--- src/rtl/two_class_preferential_queue_unit_defines.svh ---
// Assertion helpers for the preferential queue unit
`ifndef TWO_CLASS_PREFERENTIAL_QUEUE_UNIT_DEFINES_SVH
`define TWO_CLASS_PREFERENTIAL_QUEUE_UNIT_DEFINES_SVH

// same-cycle implication
`define TCPQ_ASSERT_IMPL(label, clk, rst, ante, cons, msg) \
   label: assert property (@(posedge clk) disable iff (rst) (ante) |-> (cons)) else $error(msg);

// next-cycle implication
`define TCPQ_ASSERT_NEXT(label, clk, rst, ante, cons, msg) \
   label: assert property (@(posedge clk) disable iff (rst) (ante) |=> (cons)) else $error(msg);

`endif

--- src/rtl/tcpq_pkg.sv ---
package tcpq_pkg;

   localparam int DEPTH         = 16;
   localparam int ID_WIDTH      = 16;
   localparam int ID_FIELD_W    = 16;
   localparam int COUNT_FIELD_W = 5;
   localparam int IDX_W         = (DEPTH > 1) ? $clog2(DEPTH) : 1;
   localparam int CNT_W         = $clog2(DEPTH + 1);

   typedef enum logic [1:0] {
      OP_INSERT       = 2'd0,
      OP_SERVE_PREF   = 2'd1,
      OP_SERVE_OLDEST = 2'd2,
      OP_WITHDRAW     = 2'd3
   } op_type;

   typedef enum logic [1:0] {
      ST_IDLE,
      ST_SCAN,
      ST_SHIFT,
      ST_FINISH
   } state_type;

   typedef struct packed {
      logic [ID_WIDTH-1:0] id;
      logic                pref;
   } entry_type;

   typedef struct packed {
      op_type              op;
      logic [ID_WIDTH-1:0] id;
      logic                pref;
   } req_item_type;

   typedef struct packed {
      logic             wr_en;
      logic [IDX_W-1:0] wr_addr;
      entry_type        wr_entry;
      logic             rd_en;
      logic [IDX_W-1:0] rd_addr;
   } mem_cmd_type;

   typedef struct packed {
      logic                     ok;
      logic [ID_FIELD_W-1:0]    served_id;
      logic [COUNT_FIELD_W-1:0] total_count;
      logic [COUNT_FIELD_W-1:0] pref_count;
   } result_type;

endpackage

--- src/rtl/tcpq_if.sv ---
interface tcpq_req_if;
   import tcpq_pkg::*;

   logic                  valid;
   logic                  ready;
   logic [1:0]            req_type;
   logic [ID_FIELD_W-1:0] person_id;
   logic                  is_pref;

   modport source (output valid, output req_type, output person_id, output is_pref,
                   input ready);
   modport sink   (input valid, input req_type, input person_id, input is_pref,
                   output ready);
endinterface

interface tcpq_rsp_if;
   import tcpq_pkg::*;

   logic                     valid;
   logic                     ready;
   logic                     ok;
   logic [ID_FIELD_W-1:0]    served_id;
   logic [COUNT_FIELD_W-1:0] total_count;
   logic [COUNT_FIELD_W-1:0] pref_count;

   modport source (output valid, output ok, output served_id, output total_count,
                   output pref_count, input ready);
   modport sink   (input valid, input ok, input served_id, input total_count,
                   input pref_count, output ready);
endinterface

--- src/rtl/tcpq_mem.sv ---
module tcpq_mem (
   input  logic                   clock,
   input  tcpq_pkg::mem_cmd_type  mem_cmd,
   output tcpq_pkg::entry_type    rd_entry
);
   import tcpq_pkg::*;

   entry_type mem [DEPTH];
   entry_type rd_entry_ff;

   // one write port, one registered read port
   always_ff @(posedge clock) begin
      if (mem_cmd.wr_en) begin
         mem[mem_cmd.wr_addr] <= mem_cmd.wr_entry;
      end
   end

   always_ff @(posedge clock) begin
      if (mem_cmd.rd_en) begin
         rd_entry_ff <= mem[mem_cmd.rd_addr];
      end
   end

   assign rd_entry = rd_entry_ff;

endmodule

--- src/rtl/tcpq_ctrl.sv ---
module tcpq_ctrl (
   input  logic                   clock,
   input  logic                   reset,
   input  logic                   req_valid,
   output logic                   req_ready,
   input  tcpq_pkg::req_item_type req_item,
   output logic                   res_valid,
   input  logic                   res_taken,
   output tcpq_pkg::result_type   res,
   output tcpq_pkg::mem_cmd_type  mem_cmd,
   input  tcpq_pkg::entry_type    rd_entry
);
   import tcpq_pkg::*;

   state_type           state_ff, state_in;
   op_type              op_ff, op_in;
   logic [ID_WIDTH-1:0] id_ff, id_in;
   logic                pref_ff, pref_in;
   logic [CNT_W-1:0]    addr_ff, addr_in;       // next slot to read
   logic                pend_ff, pend_in;       // read data in flight
   logic [IDX_W-1:0]    pend_idx_ff, pend_idx_in;
   logic [CNT_W-1:0]    count_ff, count_in;
   logic [CNT_W-1:0]    pref_cnt_ff, pref_cnt_in;
   logic                rm_pref_ff, rm_pref_in;
   logic [ID_WIDTH-1:0] served_ff, served_in;
   logic                ok_ff, ok_in;
   logic                hit;

   // shared compare: does the entry just read satisfy the request
   always_comb begin
      case (op_ff)
         OP_INSERT, OP_WITHDRAW: hit = pend_ff && (rd_entry.id == id_ff);
         OP_SERVE_PREF:          hit = pend_ff && ((pref_cnt_ff == '0) || rd_entry.pref);
         OP_SERVE_OLDEST:        hit = pend_ff;
         default:                hit = 1'b0;
      endcase
   end

   always_ff @(posedge clock) begin
      if (reset) begin
         state_ff    <= ST_IDLE;
         pend_ff     <= 1'b0;
         count_ff    <= '0;
         pref_cnt_ff <= '0;
      end else begin
         state_ff    <= state_in;
         pend_ff     <= pend_in;
         count_ff    <= count_in;
         pref_cnt_ff <= pref_cnt_in;
      end
   end

   always_ff @(posedge clock) begin
      op_ff       <= op_in;
      id_ff       <= id_in;
      pref_ff     <= pref_in;
      addr_ff     <= addr_in;
      pend_idx_ff <= pend_idx_in;
      rm_pref_ff  <= rm_pref_in;
      served_ff   <= served_in;
      ok_ff       <= ok_in;
   end

   always_comb begin
      state_in    = state_ff;
      op_in       = op_ff;
      id_in       = id_ff;
      pref_in     = pref_ff;
      addr_in     = addr_ff;
      pend_in     = pend_ff;
      pend_idx_in = pend_idx_ff;
      count_in    = count_ff;
      pref_cnt_in = pref_cnt_ff;
      rm_pref_in  = rm_pref_ff;
      served_in   = served_ff;
      ok_in       = ok_ff;
      mem_cmd     = '0;
      req_ready   = 1'b0;
      res_valid   = 1'b0;

      case (state_ff)
         ST_IDLE: begin
            req_ready = 1'b1;
            if (req_valid) begin
               op_in     = req_item.op;
               id_in     = req_item.id;
               pref_in   = req_item.pref;
               addr_in   = '0;
               pend_in   = 1'b0;
               served_in = '0;
               ok_in     = 1'b0;
               state_in  = ST_SCAN;
            end
         end

         ST_SCAN: begin
            if (hit) begin
               rm_pref_in = rd_entry.pref;
               pend_in    = 1'b0;
               if (op_ff == OP_INSERT) begin
                  state_in = ST_FINISH;   // duplicate id
               end else begin
                  if (op_ff == OP_SERVE_PREF || op_ff == OP_SERVE_OLDEST) begin
                     served_in = rd_entry.id;
                  end
                  addr_in  = CNT_W'(pend_idx_ff) + CNT_W'(1);
                  state_in = ST_SHIFT;
               end
            end else if (addr_ff < count_ff) begin
               mem_cmd.rd_en   = 1'b1;
               mem_cmd.rd_addr = addr_ff[IDX_W-1:0];
               pend_in         = 1'b1;
               pend_idx_in     = addr_ff[IDX_W-1:0];
               addr_in         = addr_ff + CNT_W'(1);
            end else begin
               // whole list checked without a match
               pend_in = 1'b0;
               if (op_ff == OP_INSERT && count_ff < CNT_W'(DEPTH)) begin
                  mem_cmd.wr_en         = 1'b1;
                  mem_cmd.wr_addr       = count_ff[IDX_W-1:0];
                  mem_cmd.wr_entry.id   = id_ff;
                  mem_cmd.wr_entry.pref = pref_ff;
                  count_in              = count_ff + CNT_W'(1);
                  pref_cnt_in           = pref_cnt_ff + CNT_W'(pref_ff);
                  ok_in                 = 1'b1;
               end
               state_in = ST_FINISH;
            end
         end

         ST_SHIFT: begin
            // entry read last cycle moves down one slot
            if (pend_ff) begin
               mem_cmd.wr_en    = 1'b1;
               mem_cmd.wr_addr  = pend_idx_ff - IDX_W'(1);
               mem_cmd.wr_entry = rd_entry;
            end
            if (addr_ff < count_ff) begin
               mem_cmd.rd_en   = 1'b1;
               mem_cmd.rd_addr = addr_ff[IDX_W-1:0];
               pend_in         = 1'b1;
               pend_idx_in     = addr_ff[IDX_W-1:0];
               addr_in         = addr_ff + CNT_W'(1);
            end else begin
               pend_in     = 1'b0;
               count_in    = count_ff - CNT_W'(1);
               pref_cnt_in = pref_cnt_ff - CNT_W'(rm_pref_ff);
               ok_in       = 1'b1;
               state_in    = ST_FINISH;
            end
         end

         ST_FINISH: begin
            res_valid = 1'b1;
            if (res_taken) begin
               state_in = ST_IDLE;
            end
         end

         default: begin
            state_in = ST_IDLE;
         end
      endcase
   end

   assign res.ok          = ok_ff;
   assign res.served_id   = ID_FIELD_W'(served_ff);
   assign res.total_count = COUNT_FIELD_W'(count_ff);
   assign res.pref_count  = COUNT_FIELD_W'(pref_cnt_ff);

endmodule

--- src/rtl/two_class_preferential_queue_unit.sv ---
// Operation: a request is taken while idle; the id store is scanned oldest first
//   to a match or to the end of the list; a serve or a successful withdraw then
//   closes up the later entries by one slot, and a finish state hands on the result.
// Requests: one at a time, through the single compare unit and the one read / one
//   write port of the id store; the next is taken once the result has moved on.
// Reset: synchronous; clears counts and control; id store is not cleared.
`include "two_class_preferential_queue_unit_defines.svh"

module two_class_preferential_queue_unit (
   input logic        clock,
   input logic        reset,
   tcpq_req_if.sink   req_ch,
   tcpq_rsp_if.source rsp_ch
);
   import tcpq_pkg::*;

   req_item_type req_item;
   result_type   res;
   mem_cmd_type  mem_cmd;
   entry_type    rd_entry;
   logic         res_valid;
   logic         res_taken;

   // result register; the next request may enter while a result waits here
   logic         rsp_valid_ff, rsp_valid_in;
   result_type   rsp_data_ff;

   // terms for the checks at the end
   logic         req_xfer;
   logic         counts_ok;
   logic         rsp_fail;
   logic         no_served;

   // only the low ID_WIDTH bits of the id take part
   assign req_item.op   = op_type'(req_ch.req_type);
   assign req_item.id   = req_ch.person_id[ID_WIDTH-1:0];
   assign req_item.pref = req_ch.is_pref;

   tcpq_ctrl u_ctrl (
      .clock     (clock),
      .reset     (reset),
      .req_valid (req_ch.valid),
      .req_ready (req_ch.ready),
      .req_item  (req_item),
      .res_valid (res_valid),
      .res_taken (res_taken),
      .res       (res),
      .mem_cmd   (mem_cmd),
      .rd_entry  (rd_entry)
   );

   tcpq_mem u_mem (
      .clock    (clock),
      .mem_cmd  (mem_cmd),
      .rd_entry (rd_entry)
   );

   // load the result register when it is empty or being drained this cycle
   assign res_taken    = res_valid && (!rsp_valid_ff || rsp_ch.ready);
   assign rsp_valid_in = res_taken || (rsp_valid_ff && !rsp_ch.ready);

   always_ff @(posedge clock) begin
      if (reset) begin
         rsp_valid_ff <= 1'b0;
      end else begin
         rsp_valid_ff <= rsp_valid_in;
      end
   end

   always_ff @(posedge clock) begin
      if (res_taken) begin
         rsp_data_ff <= res;
      end
   end

   assign rsp_ch.valid       = rsp_valid_ff;
   assign rsp_ch.ok          = rsp_data_ff.ok;
   assign rsp_ch.served_id   = rsp_data_ff.served_id;
   assign rsp_ch.total_count = rsp_data_ff.total_count;
   assign rsp_ch.pref_count  = rsp_data_ff.pref_count;

   assign req_xfer  = req_ch.valid && req_ch.ready;
   assign counts_ok = (rsp_ch.pref_count <= rsp_ch.total_count) &&
                      (rsp_ch.total_count <= COUNT_FIELD_W'(DEPTH));
   assign rsp_fail  = rsp_ch.valid && !rsp_ch.ok;
   assign no_served = (rsp_ch.served_id == '0);

   // one request at a time: busy right after a transfer
   `TCPQ_ASSERT_NEXT(a_busy_after_req, clock, reset, req_xfer, !req_ch.ready, "taken while busy")
   // preferential ids are a subset of the list, list never exceeds depth
   `TCPQ_ASSERT_IMPL(a_counts_bounded, clock, reset, rsp_ch.valid, counts_ok, "bad count")
   // a failed request never reports a served id
   `TCPQ_ASSERT_IMPL(a_fail_no_id, clock, reset, rsp_fail, no_served, "served id on failure")

endmodule

--- src/flat_wrapper.sv ---
// flat-port wrapper written by rule: the top's interface ports become plain ports
module two_class_preferential_queue_unit_flat import tcpq_pkg::*;
  (clock, reset, req_ch_valid, req_ch_req_type, req_ch_person_id, req_ch_is_pref, req_ch_ready, rsp_ch_valid, rsp_ch_ok, rsp_ch_served_id, rsp_ch_total_count, rsp_ch_pref_count, rsp_ch_ready);
  tcpq_req_if req_ch_i ();
  tcpq_rsp_if rsp_ch_i ();
  input logic clock;
  input logic reset;
  input wire logic [$bits(req_ch_i.valid)-1:0] req_ch_valid;
  input wire logic [$bits(req_ch_i.req_type)-1:0] req_ch_req_type;
  input wire logic [$bits(req_ch_i.person_id)-1:0] req_ch_person_id;
  input wire logic [$bits(req_ch_i.is_pref)-1:0] req_ch_is_pref;
  output wire logic [$bits(req_ch_i.ready)-1:0] req_ch_ready;
  output wire logic [$bits(rsp_ch_i.valid)-1:0] rsp_ch_valid;
  output wire logic [$bits(rsp_ch_i.ok)-1:0] rsp_ch_ok;
  output wire logic [$bits(rsp_ch_i.served_id)-1:0] rsp_ch_served_id;
  output wire logic [$bits(rsp_ch_i.total_count)-1:0] rsp_ch_total_count;
  output wire logic [$bits(rsp_ch_i.pref_count)-1:0] rsp_ch_pref_count;
  input wire logic [$bits(rsp_ch_i.ready)-1:0] rsp_ch_ready;
  assign req_ch_i.valid = req_ch_valid;
  assign req_ch_i.req_type = req_ch_req_type;
  assign req_ch_i.person_id = req_ch_person_id;
  assign req_ch_i.is_pref = req_ch_is_pref;
  assign req_ch_ready = req_ch_i.ready;
  assign rsp_ch_valid = rsp_ch_i.valid;
  assign rsp_ch_ok = rsp_ch_i.ok;
  assign rsp_ch_served_id = rsp_ch_i.served_id;
  assign rsp_ch_total_count = rsp_ch_i.total_count;
  assign rsp_ch_pref_count = rsp_ch_i.pref_count;
  assign rsp_ch_i.ready = rsp_ch_ready;
  two_class_preferential_queue_unit u_core (.clock(clock), .reset(reset), .req_ch(req_ch_i), .rsp_ch(rsp_ch_i));
endmodule
--- config.mk ---
export PLATFORM = sky130hd
export DESIGN_NAME = two_class_preferential_queue_unit_flat
export DESIGN_NICKNAME = d
export VERILOG_FILES = /design/src/rtl/tcpq_pkg.sv /design/src/rtl/tcpq_if.sv /design/src/rtl/tcpq_mem.sv /design/src/rtl/tcpq_ctrl.sv /design/src/rtl/two_class_preferential_queue_unit.sv /design/src/flat_wrapper.sv
export VERILOG_INCLUDE_DIRS = /design/src /design/src/rtl
export SDC_FILE = /design/constraint.sdc
export NUM_CORES = 1
export LEC_CHECK = 0
export ABC_CLOCK_PERIOD_IN_PS = 8200
export BUFFER_PORTS_ARGS = -buffer_cell sky130_fd_sc_hd__buf_4
export CAP_MARGIN = 20
export CORE_MARGIN = 2
export CORE_UTILIZATION = 50
export CTS_BUF_LIST = sky130_fd_sc_hd__clkbuf_4
export DETAILED_ROUTE_END_ITERATION = 10
export PLACE_DENSITY = 0.71
export SYNTH_ARGS = -nofsm -noshare
export SYNTH_HDL_FRONTEND = slang
export SYNTH_SLANG_ARGS = --single-unit
--- constraint.sdc ---
create_clock -name clock -period 8.2 [get_ports clock]
set_input_delay 1.64 -clock clock [delete_from_list [all_inputs] [get_ports clock]]
set_output_delay 1.64 -clock clock [all_outputs]
set_load 0.05 [all_outputs]
==> metrics.md <==
| Metric | Value |
|---|---|
| Die Y | `roughly 180 um` |
| Final slew viol count | `0` |
| Max Cap Viol | `0` |
| Dpl cell area | `0.01701 sq mm` |
| Worst-margin pin slew | `about 1.1 ns` |
| Netlist cell types | `57` |
| Total number of vias | `9733` |
| Post-Synth Adder-Cell Area | `under 10%` |
| CTS tree | `yes` |
| RD Place Congestion | `roughly 0.85` |
| Placed instance count | `1458` |
| Die Wd | `roughly 180 um` |
| NetSw | `1.283 mW` |
| Final setup skew | `0.05097 ns` |
| Wire per inst | `22.78 um` |
| H-tree depth | `3` |
| Non-Filler Instances | `roughly 1600` |
| Synth-to-layout area growth | `13.54%` |
| CP Launch Type | `register` |
| Largest fanout on the critical path | `45` |
| Layout cells sized above 1 | `27.69%` |
| Arrival @ worst endpoint | `5.46 ns` |
| Min Tclk post-route | `5.028 ns` |
| EDFF count, synth | `362` |
| Tightest Hold Check Type | `register to register` |
| Vias in the first global route | `9744` |
| Post-synthesis simple-gate area fraction | `under 10%` |
| Number of synthesized register bits | `around 380` |
| Die area | `around 0.033 sq mm` |
| Number of routed nets with antenna violations | `0` |
| Total Wirelength | `36900 um` |
| WS Path Type | `register to register` |
| Resized cells post-CTS | `0` |
| Share of the yosys chip area belonging to registers | `roughly 70%` |
| CTS Sinks | `376` |
| Crit path capture type | `register` |
| Setup bufs post-CTS | `0` |
| Clock Tree Root | `clkbuf_4` |
| Post-Synth XOR/XNOR Area | `1.533%` |
| Number of buffers created by CTS | `94` |
| Ys async rst share | `0%` |
| F_max | `a little under 200 MHz` |
| Register share of total power | `between 50 and 60%` |
| First-pass GRT wire length | `56700 um` |
| Initial drt markers | `805` |
| Final setup margin | `approximately 3.2 ns` |
| Synth top area cells | `edfxtp_1 (68%), mux2_2 (4.9%), mux2i_1 (4.3%)` |
| Clock power frac | `33.2%` |
| Dpl hpwl | `about 22000 um` |
| Input/output buffers | `51` |
| Fin area | `0.01816 sq mm` |
| WP data required | `8.63 ns` |
| Combinational power share | `15.4%` |
| Mapped Avg Cell Area | `between 15 and 20 sq um` |
| Buffer depth of the longest clock path | `3` |
| CTS Hold Bufs | `0` |
| Main combinational cell family by area after synthesis | `multiplexers` |
| Drc violations | `0` |
| Worst skew pair latency | `around 0.75 ns` |
| Syn Std Cell Area | `between 0.015 and 0.02 sq mm` |
| Row Count | `65` |
| Initial antenna violation count | `1` |
| Setup-failing EPs final | `0` |
| Synth Area in Compound Gates | `between 8 and 9%` |
| Largest net degree at the start of global routing | `57` |
| GRT Total Usage | `22.31%` |
| Syn Nets | `about 1100` |
| CORE AREA | `0.03156 sq mm` |
| Initial Utilization | `50.69%` |
| Int Pwr | `around 3.2 mW` |
| Pwr per Cell Area | `246.2 mW/mm^2` |
| Period utilisation layout | `between 60% and 70%` |
| NumNets Final | `1202` |
| Setup TNS | `0 ns` |
| Remaining global-route overflow | `0` |
| Relative slew slack | `25.21%` |
| Reg clk slew, reported paths | `0.06 ns` |
| Peak VDD IR | `roughly 0.00011 V` |
| YS warnings | `0` |
| Post-Place Setup Slack | `about 3.3 ns` |
| # fillers | `approximately 2500` |
| Vias per cell | `6.008` |
| Drt pass-1 iters | `5` |
| I/O pin total | `52` |
| Yosys top cell area share | `67.96%` |
| Status | `completed` |
| Biggest area consumer among synthesized cells | `edfxtp_1` |
| Leak Pwr | `6.247 nW` |
| Core Util, Final | `57.55%` |
| Mapped Cells | `roughly 1000` |
| Mux cell area share after synthesis | `a little under a tenth` |
| Fin. Hold Viols | `0` |
| RSZ-0062 raised after global routing | `no` |
| Switching Share | `28.70%` |
| Synth Flop Type | `edfxtp_1` |
-- synth_stat cells, drive strengths merged, types with 12 or more instances --
library cell / n
ha: 23
dfxtp: 14
nand3: 12
xor2: 15
nor2: 42
a21oi: 17
a22oi: 20
inv: 27
o21ai: 31
mux2: 70
clkbuf: 42
nor3: 14
and2: 20
mux2i: 69
nand4: 71
a2111oi: 20
nand2: 16
buf: 22
edfxtp: 362
o211ai: 57
xnor2: 13
-- layout make-up --
class                   count  area [sq um]  area share [%]
clock buffers             137          1028           5.663
multi-input cells         569          4623           25.46
clock inverters            22         102.6          0.5649
flip-flops and latches    376         11150           61.40
diodes                      1         2.502         0.01378
well taps                 402         503.0           2.770
repair buffers             86         649.4           3.576
inverters                  27         101.3          0.5580
-- power by group through the flow --
stage / combinational, mW / clock (mW) / sequential (mW)
2_1_floorplan: 0.468 / 0 / 2.31
3_3_place_gp: 0.664 / 0 / 2.33
3_5_place_dp: 0.680 / 0 / 2.33
4_1_cts: 0.683 / 1.52 / 2.30
5_1_grt: 0.739 / 1.62 / 2.31
6_report: 0.688 / 1.49 / 2.30
-- path summary, 6_finish.rpt --
kind	startpoint	end	slack (ns)	cells past startpoint
max	u_core.u_ctrl.addr_ff[1]$_DFFE_PP_	u_core.u_mem.rd_entry[13]$_DFFE_PP_	3.17	12
min	u_core.u_ctrl.served_ff[9]$_SDFFCE_PN0P_	u_core.rsp_ch.served_id[9]$_DFFE_PP_	0.42	0
max reg2reg	u_core.u_ctrl.addr_ff[1]$_DFFE_PP_	u_core.u_mem.rd_entry[13]$_DFFE_PP_	3.17	12
min reg2reg	u_core.u_ctrl.served_ff[9]$_SDFFCE_PN0P_	u_core.rsp_ch.served_id[9]$_DFFE_PP_	0.42	0
-- stage by stage --
stage                     hold slack (ns)  total power [mW]
final                              0.4194             4.471
after CTS                          0.4221             4.502
after detailed placement           0.4054             3.015
after global placement             0.4007             2.995
after floorplan                    0.4003             2.779
after global routing               0.4272             4.666
-- cell usage in the layout (no fill, tap or decap), types with 2 or more instances in the layout --
| cell type | instances |
|---|---|
| edfxtp_1 | 362 |
| clkbuf_4 | 137 |
| buf_4 | 85 |
| nand4_1 | 71 |
| mux2_2 | 70 |
| mux2i_1 | 69 |
| o211ai_1 | 57 |
| nor2_1 | 42 |
| o21ai_0 | 29 |
| inv_1 | 24 |
| ha_1 | 23 |
| and2_1 | 20 |
| a22oi_1 | 20 |
| a2111oi_0 | 18 |
| nand2_1 | 15 |
| a21oi_1 | 15 |
| xor2_1 | 15 |
| clkinv_1 | 14 |
| dfxtp_1 | 14 |
| xnor2_1 | 13 |
| nand3_1 | 12 |
| nor3_2 | 8 |
| a21o_1 | 7 |
| nor3_1 | 6 |
| nor4_2 | 5 |
| clkinv_2 | 5 |
| a211oi_1 | 4 |
| nor2b_1 | 3 |
| or3_1 | 3 |
| nor4_1 | 3 |
| inv_2 | 3 |
| o2111ai_1 | 2 |
| a2111o_1 | 2 |
| nand2b_1 | 2 |
| o32ai_1 | 2 |
| o21a_1 | 2 |
| a211oi_4 | 2 |
| nor4b_4 | 2 |
| fa_1 | 2 |
-- worst max-delay path, cell delays in order, from the launching register on --
cell and delay [ns]:
edfxtp_1 1.09, ha_1 0.28, a21o_1 0.15, a21oi_2 0.10
o21ai_4 0.28, inv_2 0.17, ha_1 0.24, nand2_4 0.42
a211o_2 0.57, buf_4 0.63, mux2_2 0.41, o211ai_1 0.20
nand4_1 0.14
-- per-layer routing --
layer	vias to the layer above	GRT usage, %	part of all wire (%)
met1	4820	30.09	43
met5	-	0	0
met2	431	36.02	47
met3	71	5.143	7.6
li1	4411	-	-
met4	0	7.584	2.1
-- cells by family (layout without fill, tap and decap cells) --
family,count (synthesis),in the layout
fa+ha+maj,25,25
flops,376,376
mux,139,139
buf+inv,91,272
simple gates,200,200
compound gates,177,177
other cells,0,1
xor+xnor,28,28
-- sequential cells by signal, indices dropped and copies added, names as in the netlist --
signal	count
u_core.u_ctrl.addr_ff	5
u_core.rsp_ch.valid	1
u_core.u_ctrl.served_ff	16
u_core.u_mem.mem	272
u_core.u_ctrl.pend_idx_ff	4
u_core.rsp_ch.pref_count	5
u_core.rsp_ch.served_id	16
u_core.u_mem.rd_entry	17
u_core.rsp_ch.ok	1
u_core.rsp_ch.total_count	5
u_core.u_ctrl.rm_pref_ff	1
u_core.u_ctrl.pref_cnt_ff	5
u_core.u_ctrl.pref_ff	1
u_core.u_ctrl.pend_ff	1
u_core.u_ctrl.op_ff	2
u_core.u_ctrl.state_ff	2
u_core.u_ctrl.ok_ff	1
u_core.u_ctrl.id_ff	16
u_core.u_ctrl.count_ff	5
Note: power is estimated with default switching activity, not from simulation.
